$ cat config.mk
export PLATFORM = sky130hd
export DESIGN_NAME = pipr_accum_flat
export DESIGN_NICKNAME = d
export VERILOG_FILES = /design/src/design/pipr_pkg.sv /design/src/design/pipr_if.sv /design/src/design/pipr_accum.sv /design/src/flat_wrapper.sv
export SDC_FILE = /design/constraint.sdc
export NUM_CORES = 1
export LEC_CHECK = 0
export BUFFER_PORTS_ARGS = -buffer_cell sky130_fd_sc_hd__buf_2
export CORE_AREA = 2 2 69 71
export DETAILED_ROUTE_END_ITERATION = 12
export DIE_AREA = 0 0 71 73
export SETUP_SLACK_MARGIN = 0.4
export SYNTH_ARGS = -nofsm -noshare
export SYNTH_HDL_FRONTEND = slang
export SYNTH_SLANG_ARGS = --single-unit
$ cat constraint.sdc
create_clock -name clk -period 5.7 [get_ports clk]
set_input_delay 0.57 -clock clk [delete_from_list [all_inputs] [get_ports clk]]
set_output_delay 0.57 -clock clk [all_outputs]
set_load 0.1 [all_outputs]
$ cat src/design/pipr_pkg.sv
// ----------------------------------------------------------------------------
// pipr_pkg
// Shared types and constants for the point-in-polygon ray crossing unit.
// ----------------------------------------------------------------------------
`default_nettype none

package pipr_pkg;

  // fixed field widths of the channels
  localparam int COORD_W = 32;
  localparam int CROSS_W = 16;

  // default parameter values of the top level
  localparam int COORD_BITS_DEF = 32;
  localparam int COUNT_BITS_DEF = 16;

  typedef logic signed [COORD_W-1:0] coord_t;
  typedef logic [CROSS_W-1:0]        cross_t;

  // per-item control carried down the pipeline
  typedef struct packed {
    logic start;   // first vertex of a polygon
    logic en_a;    // edge from the previous vertex is tested
    logic last;    // closing edge is tested, result is due
  } item_ctl_t;

  // stage load enables for the edge datapath
  typedef struct packed {
    logic s1;
    logic s2;
    logic s3;
  } pipe_ld_t;

endpackage

`default_nettype wire

$ cat src/design/pipr_if.sv
// ----------------------------------------------------------------------------
// pipr_if
// Valid/ready channels: vertex items in, crossing results out.
// ----------------------------------------------------------------------------
`default_nettype none


interface pipr_out_if;
  import pipr_pkg::*;

  logic   valid;
  logic   ready;
  logic   inside_res;
  cross_t crossings;

  modport source (
    output valid, inside_res, crossings,
    input  ready
  );
  modport sink (
    input  valid, inside_res, crossings,
    output ready
  );
endinterface

`default_nettype wire

$ cat src/design/pipr_accum.sv
// ----------------------------------------------------------------------------
// pipr_accum
// Crossing count and parity per polygon, and the result register.
// ----------------------------------------------------------------------------
`default_nettype none

module pipr_accum #(
  parameter int COUNT_BITS = pipr_pkg::COUNT_BITS_DEF
) (
  input  logic                clk,
  input  logic                rst_n,
  input  logic                fire,
  input  pipr_pkg::item_ctl_t ctl,
  input  logic                hit_a,
  input  logic                hit_b,
  output logic                out_free,
  pipr_out_if.source          out_item
);
  import pipr_pkg::*;

  logic [COUNT_BITS-1:0] cnt_r, cnt_nxt, base_cnt, out_cnt_r;
  logic [COUNT_BITS:0]   sum;
  logic [1:0]            inc;
  logic                  par_r, par_nxt, base_par;
  logic                  out_valid_r, inside_r;

  // next count and parity, restarting on a first vertex
  always_comb begin
    base_cnt = ctl.start ? '0 : cnt_r;
    base_par = ctl.start ? 1'b0 : par_r;
    inc      = {1'b0, hit_a} + {1'b0, hit_b};
    sum      = {1'b0, base_cnt} + (COUNT_BITS+1)'(inc);
    cnt_nxt  = sum[COUNT_BITS] ? '1 : sum[COUNT_BITS-1:0];
    par_nxt  = base_par ^ hit_a ^ hit_b;
  end

  // running state and result valid
  always_ff @(posedge clk) begin
    if (!rst_n) begin
      cnt_r       <= '0;
      par_r       <= 1'b0;
      out_valid_r <= 1'b0;
    end else begin
      if (fire) begin
        cnt_r <= cnt_nxt;
        par_r <= par_nxt;
      end
      if (fire && ctl.last) begin
        out_valid_r <= 1'b1;
      end else if (out_item.ready) begin
        out_valid_r <= 1'b0;
      end
    end
  end

  // result payload
  always_ff @(posedge clk) begin
    if (fire && ctl.last) begin
      inside_r  <= par_nxt;
      out_cnt_r <= cnt_nxt;
    end
  end

  assign out_free            = !out_valid_r || out_item.ready;
  assign out_item.valid      = out_valid_r;
  assign out_item.inside_res = inside_r;

  // fit the count to the result field
  generate
    if (COUNT_BITS >= CROSS_W) begin : g_cnt_trunc
      assign out_item.crossings = out_cnt_r[CROSS_W-1:0];
    end else begin : g_cnt_ext
      assign out_item.crossings = {{(CROSS_W-COUNT_BITS){1'b0}}, out_cnt_r};
    end
  endgenerate

`ifndef SYNTHESIS
  // a result appears only after a last vertex leaves the pipeline
  a_out_from_last: assert property (@(posedge clk) disable iff (!rst_n)
    $rose(out_valid_r) |-> $past(fire && ctl.last))
    else $error("result without a last vertex");

  // below saturation the parity equals the count's low bit
  a_parity_match: assert property (@(posedge clk) disable iff (!rst_n)
    (out_valid_r && (out_cnt_r != '1)) |-> (inside_r == out_cnt_r[0]))
    else $error("parity and count disagree");

  // a single-vertex polygon has no crossings
  a_single_vertex: assert property (@(posedge clk) disable iff (!rst_n)
    (fire && ctl.start && ctl.last) |=> (out_valid_r && (out_cnt_r == '0) && !inside_r))
    else $error("single-vertex polygon counted a crossing");
`endif

endmodule

`default_nettype wire

$ cat src/flat_wrapper.sv
// flat-port wrapper written by rule: the top's interface ports become plain ports
module pipr_accum_flat import pipr_pkg::*;
#(
  parameter int COUNT_BITS = pipr_pkg::COUNT_BITS_DEF
)
  (clk, rst_n, fire, ctl, hit_a, hit_b, out_free, out_item_valid, out_item_inside_res, out_item_crossings, out_item_ready);
  pipr_out_if out_item_i ();
  input  logic clk;
  input  logic rst_n;
  input  logic fire;
  input  pipr_pkg::item_ctl_t ctl;
  input  logic hit_a;
  input  logic hit_b;
  output logic out_free;
  output wire logic [$bits(out_item_i.valid)-1:0] out_item_valid;
  output wire logic [$bits(out_item_i.inside_res)-1:0] out_item_inside_res;
  output wire logic [$bits(out_item_i.crossings)-1:0] out_item_crossings;
  input wire logic [$bits(out_item_i.ready)-1:0] out_item_ready;
  assign out_item_valid = out_item_i.valid;
  assign out_item_inside_res = out_item_i.inside_res;
  assign out_item_crossings = out_item_i.crossings;
  assign out_item_i.ready = out_item_ready;
  pipr_accum #(.COUNT_BITS(COUNT_BITS)) u_core (.clk(clk), .rst_n(rst_n), .fire(fire), .ctl(ctl), .hit_a(hit_a), .hit_b(hit_b), .out_free(out_free), .out_item(out_item_i));
endmodule
After elaboration in Yosys (flattened, before gate mapping)
Cells that the tools add are included.
Storage, ports and cells
  bits in registers: 35
  latch bits: 0
  bits in writable memories: 0
  memory bits (read-only): 0
  input port bits: 9
  output and inout port bits: 19
  logic and storage cells: 18
  memories: 0
Cells by class
  add/sub/neg operators: 2
  multipliers: 0
  div/mod/pow operators: 0
  order comparisons: 0
  eq/ne operators: 0
  shifts and indexed selects: 0
  mux-type cells: 5
  bitwise gates (word level): 2
  reduce and logical (&&, ||, !) cells: 4
Operators by type and width (count)
  two-way mux 16 bit: 2
  adder 16 x 2 -> 17 bit: 1
  two-way mux 1 bit: 3
  adder 1 x 1 -> 2 bit: 1
  nonzero test 2 bit: 1
  bitwise XOR 1 bit: 2
  logical AND 1 bit: 1
  zero test 1 bit: 1
  logical OR 1 bit: 1

Logic depth before layout (Yosys ltp)
Gate-level depths: netlist (run 1).
  depth in word-level cells: 3
  depth in mapped cells: 11
  mapped depth without buffers: 9

Worst setup path after synthesis (run 1)
OpenSTA, ideal clock, no wires.
  path kind: in2reg
  from: input port ctl[2] (netlist bit)
  to: register u_core.out_cnt_r[10], in the netlist u_core.out_item.crossings[10], data pin
  library setup time: 266 ps
  arrival time: 2523 ps
  required time: 5434 ps
  path slack: 2911 ps
  stages: 11
  buffers on the path: 2
  path through: buf_6 > inv_1 > nand2_1 > fa_1 > inv_1 > ha_1 > nand4b_4 > nor4_4 > buf_6 > xnor2_1 > o21ai_1
Between the ends
  longest elaborated chain between the ends: 3
Ends and longest elaborated chain
  from (decl): RTL line flat_wrapper.sv:11  | input pipr_pkg::item_ctl_t ctl;
  two-way mux 16 bit: RTL line pipr_accum.sv:29  | base_cnt = ctl.start ? '0 : cnt_r;
  adder 16 x 2 -> 17 bit: RTL line pipr_accum.sv:32  | sum = {1'b0, base_cnt} + (COUNT_BITS+1)'(inc);
  two-way mux 16 bit: RTL line pipr_accum.sv:33  | cnt_nxt = sum[COUNT_BITS] ? '1 : sum[COUNT_BITS-1:0];
  via u_core.cnt_nxt[10]: RTL line pipr_accum.sv:21  | logic [COUNT_BITS-1:0] cnt_r, cnt_nxt, base_cnt, out_cnt_r;
  to (signal assigned): RTL line pipr_accum.sv:60  | out_cnt_r <= cnt_nxt;
  to (decl): RTL line pipr_accum.sv:21
The timed path passes the listed nets, and every way through them passes these cells.
A chain may end at the register's enable or synchronous reset.

Worst setup path in the final report (run 1)
  from: input port ctl[2] (netlist bit)
  to: register u_core.cnt_r[5]
Between the ends
  longest elaborated chain between the ends: 3
Ends and longest elaborated chain
  two-way mux 16 bit: RTL line pipr_accum.sv:29
  adder 16 x 2 -> 17 bit: RTL line pipr_accum.sv:32
  two-way mux 16 bit: RTL line pipr_accum.sv:33
  to (signal assigned): RTL line pipr_accum.sv:45  | cnt_r <= cnt_nxt;
  to (decl): RTL line pipr_accum.sv:21
No other way between the ends.

==> impl_metrics.ini, run 1 <==
[status]
status = completed

[timing]
finalSetupTns_ns = 0
hold-worst-slack_ns = 0.500
fin_crit_ns = 3.56
hold_viol = 0
finalClockSkew_ns = 0.00394
setup_viol = 0
maxSlewViolCount = 0
rsz0062_at_grt = no
fin_ws_ns = 2.14
slew_headroom = 0.284
fin_crit_sh = 0.624
tightestPinTransition_ns = 1.07
fmax_mhz = 281

[clocking]
ctsHoldBuffers = 0
cts_tree = done
path_clk_slew_ns = 0.07
ctsResizeCount = 0
postCtsSetupBuffers = 0
clockBufferDepth = 2
insertion_delay_ns = 0.28
cts_sinks = 35
cts_inserted_buffers = 5
h-tree-depth = 2
root_buffer = clkbuf_8

[critical_path]
critical_path.top_delay_family = simple AND/OR/NAND/NOR gates
start_kind = input pin
cp_common_cell = inv_1
end_kind = flip-flop
cp_data_required_time_ns = 5.90
worst_path_max_delay_cell = nor4_4
critPathArrivalTime_ns = 3.76
crit_type = in2reg
crit_cells = 10
worstPathMaxFanout = 29
ff2ff_path_depth = 8
cpPeakStageDelay_ns = 0.89
critical_path.cell_chain = buf_2 -> inv_1 -> nand2_1 -> fa_1 -> inv_1 -> ha_1 -> nand4b_4 -> nor4_4 -> nand2_4 -> a311oi_2
path_buf_inv = 3

[synth]
synth_area_sq_um = 1930
postSynthAreaPerCell_sq_um = 9.93
synth.yosys.seq_area_share = 0.452
synth.top_cell.area_share = 0.265
post-synth-top-area-cell = edfxtp_1
ys_warn_count = 0
yosysUniqueCellTypes = 46
synthesis.instances = 194
synth_area_leaders = edfxtp_1 26%, dfxtp_1 19%, xnor2_1 4.1%
syn_nets = 205
synth_seq_cells = 35
synthArstFlopShare = 0
ys_top_cells_by_count = 18 x dfxtp_1, 18 x nand2_1, 17 x edfxtp_1
synth_flop_cell = dfxtp_1
synth_edf_count = 17

[power_and_ir_drop]
peakVddDrop_mv = 0.0978
power_density_nw_per_um2 = 254
power_leakage_uw = 0.000830

[layout]
drive_above_1_share = 0.227
diodes = 0
instances_no_fill = 270
area.sequential_sq_um = 871
nets = 226
fillers = 443
synthToLayoutAreaGrowth_pct = 11.6
multi_input_area_sq_um = 946

[global_routing]
grt.total_usage = 0.170
grt_pass1_vias = 1391
grt-ovfl-total = 0
grt_pass1_wl_mm = 6.81
grt_max_degree = 30
antenna_found_initial = 0

[placed_design]
gp_congestion = 0.798
dp_hpwl_mm = 2.61
dpl.cell_count = 262
numPortBuffers = 26
pre_cts_ws_ns = 1.89

[floorplan]
pin_count = 28
rows = 25
initial_core_util = 0.425
die-area_sq_um = 5180
die_w_microns = 71
core_region_area_sq_um = 4540
fp.dieH_microns = 73

[route]
vias = 1515
drc = 0
antenna_left = 0
vias_per_cell = 5.61
wl_per_cell_microns = 14.7
dr.pass1.iters = 4
routed_wl_mm = 3.98
drt_iter0_markers = 158

[flow_run]
max_cap_violations = 0

[worst_hold_path]
min_path_type = reg2reg
hold_depth = 2
==> where the power goes <==
part / switching (uW) / internal, uW
Clock: 87.0 / 97.5
Combinational: 70.1 / 16.2
Sequential: 2.74 / 272
==> metal layers <==
metal | wire [microns] | global-route usage | up-vias
li1 | - | - | 760
met4 | 15 | 0.0503 | 0
met2 | 1790 | 0.264 | 37
met5 | 0 | 0 | -
met3 | 191 | 0.0456 | 2
met1 | 1980 | 0.235 | 716
==> layout make-up <==
| type | instances | area share |
|---|---|---|
| Timing Repair Buffer | 26 | 0.0605 |
| Clock buffer | 7 | 0.0401 |
| Tap cell | 54 | 0.0314 |
| Clock inverter | 1 | 0.00233 |
| Sequential cell | 35 | 0.405 |
| Inverter | 12 | 0.0209 |
| Multi-Input combinational cell | 135 | 0.440 |
==> registers in the layout, summed over array words and instances, names as in the netlist <==
signal,count
u_core.out_item.crossings,16
u_core.par_r,1
u_core.out_item.inside_res,1
u_core.cnt_r,16
u_core.out_item.valid,1
==> path summary, 6_finish.rpt <==
check / from / slack [ns] / endpoint
min: u_core.out_item.valid$_SDFFE_PN0P_ / 0.50 / u_core.out_item.valid$_SDFFE_PN0P_
min reg2reg: u_core.out_item.valid$_SDFFE_PN0P_ / 0.50 / u_core.out_item.valid$_SDFFE_PN0P_
max: ctl[2] / 2.14 / u_core.cnt_r[5]$_SDFFE_PN0P_
max reg2reg: u_core.cnt_r[0]$_SDFFE_PN0P_ / 2.74 / u_core.cnt_r[5]$_SDFFE_PN0P_
==> cells in the final DEF, fill, tap and decap left out, types with 2 or more instances in the layout <==
master     n
nand3_1    4
inv_1     12
a311oi_2   4
nor3_1     3
nor2_1     8
o21a_1     4
a31oi_1    5
clkbuf_8   6
edfxtp_1  17
nor2b_1    5
and3_1     4
nand2b_1   2
a31o_2     2
a22oi_1    3
o22ai_1    3
o21ai_0    8
nand4_1    2
a21o_1     3
o32ai_1    2
and2_1     2
nor4_2     3
o21ai_1    8
mux2i_1    2
nor4_1     3
xnor2_1    9
nand2_1   18
a21oi_1   12
a211oi_1   2
dfxtp_1   18
buf_2     26
==> metrics by stage <==
stage	area [sq um]	power [uW]	utilization
6_report	2150	546	0.474
5_1_grt	2150	570	0.474
4_1_cts	2150	552	0.474
3_5_place_dp	2060	367	0.454
3_3_place_gp	2060	367	0.454
2_1_floorplan	1930	354	-
==> cells by family after synthesis <==
| logic type | share of synthesized area |
|---|---|
| simple gates | 0.203 |
| fa+ha+maj | 0.0169 |
| buf+inv | 0.0571 |
| compound gates | 0.219 |
| mux | 0.0104 |
| xor+xnor | 0.0409 |
| flops | 0.452 |
==> tightest hold or removal path, cell delays in order, from the launching register on <==
cell,delay (ns)
dfxtp_1,0.31
nand2b_1,0.08
a21oi_1,0.06
Note: power is estimated with default switching activity, not from simulation.
==> run 2, diff against run 1 <==
Settings changed: PLACE_DENSITY set to 0.66.
Clock period 5.7 ns to 3.2 ns, I/O delays scaled along.
==> run 2 against run 1 <==
Hold slack worse by 0.19 ns. Register-to-register slack lost 1.9 ns. Clock skew decreased by 0.00088 ns. Global-route usage is essentially flat. Die area did not move. Non-clock buffer count rose by 5. Sequential cell count did not move. Cell area rose by 1.7%. Via count increased by 0.73%. Routed wire length up 1.2%.
==> impl_metrics.ini, run 2 (same netlist as run 1, synthesis figures left out) <==
[status]
status = completed

[layout]
area.sequential_sq_um = 871
synthToLayoutAreaGrowth_pct = 13.5
layout_commonest_cell = buf_2
fillers = 428
diodes = 0
nets = 231
final_cell_mix = 26 x buf_2, 18 x nand2_1, 18 x dfxtp_1, 17 x edfxtp_1
multi_input_area_sq_um = 946
drive_above_1_share = 0.240

[global_routing]
antenna_found_initial = 0
grt_busiest_layer = met2
grt_max_degree = 29
grt_pass1_wl_mm = 7.07
grt_pass1_vias = 1460
grt.met1_usage = 0.240
grt-ovfl-total = 0
grt.total_usage = 0.170
grt_use_met3 = 0.0387
grt_use_met2 = 0.270

[power_and_ir_drop]
power_density_nw_per_um2 = 443
peakVddDrop_mv = 0.214
power_leakage_uw = 0.000853
total_power_uw = 968

[clocking]
cts_sinks = 35
insertion_delay_ns = 0.28
cts_tree = done
h-tree-depth = 2
root_buffer = clkbuf_8
ctsResizeCount = 0
ctsHoldBuffers = 0
postCtsSetupBuffers = 0
path_clk_slew_ns = 0.07
cts_inserted_buffers = 5
clockBufferDepth = 2

[route]
vias = 1526
drt_iter0_markers = 143
wl_per_cell_microns = 14.6
routed_wl_mm = 4.03
dr.pass1.iters = 4
vias_per_cell = 5.55
drc = 0
antenna_left = 0

[floorplan]
initial_core_util = 0.425
fp.dieH_microns = 73
die_w_microns = 71
core_region_area_sq_um = 4540
pin_count = 28
die-area_sq_um = 5180
rows = 25

[worst_hold_path]
min_path_type = in2reg

[timing]
fin_crit_sh = 0.771
maxSlewViolCount = 0
setup_viol = 0
slew_headroom = 0.545
hold_viol = 0
finalClockSkew_ns = 0.00306
finalSetupTns_ns = 0
fin_crit_ns = 2.47
fmax_mhz = 405
hold-worst-slack_ns = 0.311
rsz0062_at_grt = no
tightestPinTransition_ns = 0.682

[placed_design]
numPortBuffers = 26
gp_congestion = 0.830
dp_hpwl_mm = 2.73

[critical_path]
start_kind = input pin
end_kind = flip-flop
crit_type = in2reg
cp_data_required_time_ns = 3.39
critPathArrivalTime_ns = 2.66
worstPathMaxFanout = 18

[flow_run]
max_cap_violations = 0
## run 2: critical path: stages
cell	delay [ns]
buf_2	0.10
inv_1	0.23
nand2_1	0.11
fa_1	0.39
inv_1	0.07
ha_1	0.29
nand4b_4	0.16
nor4_4	0.26
buf_4	0.27
nand2_4	0.18
a311oi_2	0.27
## run 2: routing by layer
layer	share of wire	up-vias
met5	0	-
met4	0.0067	0
met3	0.039	2
met2	0.49	45
met1	0.46	710
li1	-	769
## run 2: layout make-up
| class | count | area share |
|---|---|---|
| multi-input cells | 135 | 0.432 |
| clock buffers | 7 | 0.0395 |
| flip-flops and latches | 35 | 0.398 |
| inverters | 12 | 0.0206 |
| repair buffers | 31 | 0.0767 |
| clock inverters | 1 | 0.00172 |
| well taps | 54 | 0.0309 |
## run 2: path summary, 6_finish.rpt
kind / start / endpoint / slack, ns / cells after the start
min: ctl[0] / u_core.out_item.valid$_SDFFE_PN0P_ / 0.31 / 3
min reg2reg: u_core.par_r$_SDFFE_PN0P_ / u_core.par_r$_SDFFE_PN0P_ / 0.49 / 2
max: ctl[2] / u_core.cnt_r[5]$_SDFFE_PN0P_ / 0.73 / 11
max reg2reg: u_core.cnt_r[0]$_SDFFE_PN0P_ / u_core.cnt_r[5]$_SDFFE_PN0P_ / 0.84 / 9
## run 2: through the flow
step	worst slack, ns	area, sq um	instances	utilization
global route	0.497	2190	275	0.482
CTS	0.731	2190	275	0.482
global placement	0.467	2100	267	0.462
floorplan	0.661	1930	194	-
detailed placement	0.444	2100	267	0.462
finish	0.734	2190	275	0.482
## run 2: power breakdown
part	switching (uW)	internal, uW
sequential	5.06	485
clock	152	172
combinational	125	29.7
total	281	687
==> run 3, diff against run 2 <==
Settings changed: PLACE_DENSITY 0.66 to unset.
Clock period 3.2 ns to 2.6 ns, I/O delays scaled along.
==> run 3 against run 2 <==
Cell area rose by 3.7%. Core utilization up 1.8 points. Final cell count grew 0.73%. Clock-buffer cell count shrank 1. Sequential power up 23%. Setup slack worse by 0.19 ns. First-iteration DRC count shrank 33%. Via count up 1.4%. Critical path type is now reg2reg. Largest cell class unchanged. Highest routed layer unchanged.
==> impl_metrics.ini, run 3 (same netlist as run 1, synthesis figures left out) <==
[status]
status = completed

[timing]
fmax_mhz = 487
slew_headroom = 0.523
rsz0062_at_grt = no
finalClockSkew_ns = 0.00515
hold_viol = 0
finalSetupTns_ns = 0
setup_viol = 0
maxSlewViolCount = 0
hold-worst-slack_ns = 0.232
fin_ws_ns = 0.546
tightestPinTransition_ns = 0.715
fin_crit_ns = 2.05
fin_crit_sh = 0.790

[global_routing]
grt_pass1_vias = 1406
grt-ovfl-total = 0
grt.total_usage = 0.171
grt_pass1_wl_mm = 6.82
antenna_found_initial = 0
grt_max_degree = 29

[floorplan]
core_region_area_sq_um = 4540
die-area_sq_um = 5180
rows = 25
pin_count = 28
die_w_microns = 71
initial_core_util = 0.425
fp.dieH_microns = 73

[placed_design]
dpl-instance-area_sq_um = 2130
dp_hpwl_mm = 2.76
numPortBuffers = 26
gp_congestion = 0.791
pre_cts_ws_ns = 0.220

[clocking]
cts_tree = done
path_clk_slew_ns = 0.07
cts_inserted_buffers = 5
cts_sinks = 35
h-tree-depth = 2
clockBufferDepth = 2
root_buffer = clkbuf_8
insertion_delay_ns = 0.29

[layout]
drive_above_1_share = 0.283
nets = 233
utilization = 0.500
design_area_sq_um = 2270
diodes = 0
synthToLayoutAreaGrowth_pct = 17.7
final_cell_mix = 26 x buf_2, 18 x nand2_1, 18 x dfxtp_1, 17 x edfxtp_1, 12 x a21oi_1
fillers = 421
layout_commonest_cell = buf_2

[route]
vias_per_cell = 5.58
vias = 1547
wl_per_cell_microns = 14.5
dr.pass1.iters = 4
routed_wl_mm = 4.02
drt_iter0_markers = 96
antenna_left = 0
drc = 0

[critical_path]
critPathArrivalTime_ns = 2.09
crit_type = reg2reg
start_kind = flip-flop
worstPathMaxFanout = 6
end_kind = flip-flop
cp_data_required_time_ns = 2.63

[power_and_ir_drop]
power_density_nw_per_um2 = 577
power_leakage_uw = 0.000882
peakVddDrop_mv = 0.282

[flow_run]
max_cap_violations = 0

[worst_hold_path]
min_path_type = in2reg
[run 3: cell types whose count changed in the layout (fill, tap and decap cells not counted), sizes merged]
cell / before / now
buf: 31 / 33
bufinv: 0 / 1
clkbuf: 7 / 6
[run 3: repair_timing]
item / 4_1_cts / 5_1_grt
hold endpoints to repair: 0 / 0
resized for setup: 2 / 1
pin swaps: 0 / 1
cloned: 0 / 0
setup endpoints to repair: 2 / 6
hold buffers: 0 / 0
buffers inserted: 0 / 0
[run 3: final cells by class]
type	instances	area, sq um	area share
repair buffers	33	183	0.0806
multi-input cells	135	983	0.434
inverters	12	45.0	0.0199
clock buffers	6	82.6	0.0364
well taps	54	67.6	0.0298
clock inverters	2	35.0	0.0155
flip-flops and latches	35	871	0.384
[run 3: metal layers]
| layer | GRT usage | vias up | share of wire |
|---|---|---|---|
| met5 | 0 | - | 0 |
| met1 | 0.226 | 728 | 0.48 |
| li1 | - | 778 | - |
| met3 | 0.0470 | 6 | 0.037 |
| met4 | 0.0608 | 0 | 0.014 |
| met2 | 0.271 | 35 | 0.47 |
[run 3: critical path, cell delays in order (launching register included)]
cell,delay [ns]
dfxtp_1,0.33
nand2_1,0.07
fa_2,0.35
nand4bb_4,0.30
nor4_2,0.44
a31o_2,0.23
nand3_1,0.08
[run 3: final timing paths]
check | from | to | slack, ns | cells past startpoint
setup / recovery | u_core.cnt_r[0]$_SDFFE_PN0P_ | u_core.out_item.crossings[15]$_DFFE_PP_ | 0.55 | 6
hold / removal | ctl[0] | u_core.out_item.valid$_SDFFE_PN0P_ | 0.23 | 3
setup reg to reg | u_core.cnt_r[0]$_SDFFE_PN0P_ | u_core.out_item.crossings[15]$_DFFE_PP_ | 0.55 | 6
hold reg to reg | u_core.par_r$_SDFFE_PN0P_ | u_core.par_r$_SDFFE_PN0P_ | 0.49 | 2
[run 3: metrics by stage]
step / std cells / power, uW
after detailed placement: 269 / 812
final: 277 / 1310
after CTS: 277 / 1320
after global routing: 277 / 1360
after global placement: 269 / 811
after floorplan: 194 / 778
[run 3: where the power goes]
part | internal [uW] | switching, uW | total, uW
Combinational | 41.2 | 157 | 198
Sequential | 597 | 6.58 | 603
Clock | 310 | 198 | 508
Total | 948 | 361 | 1310
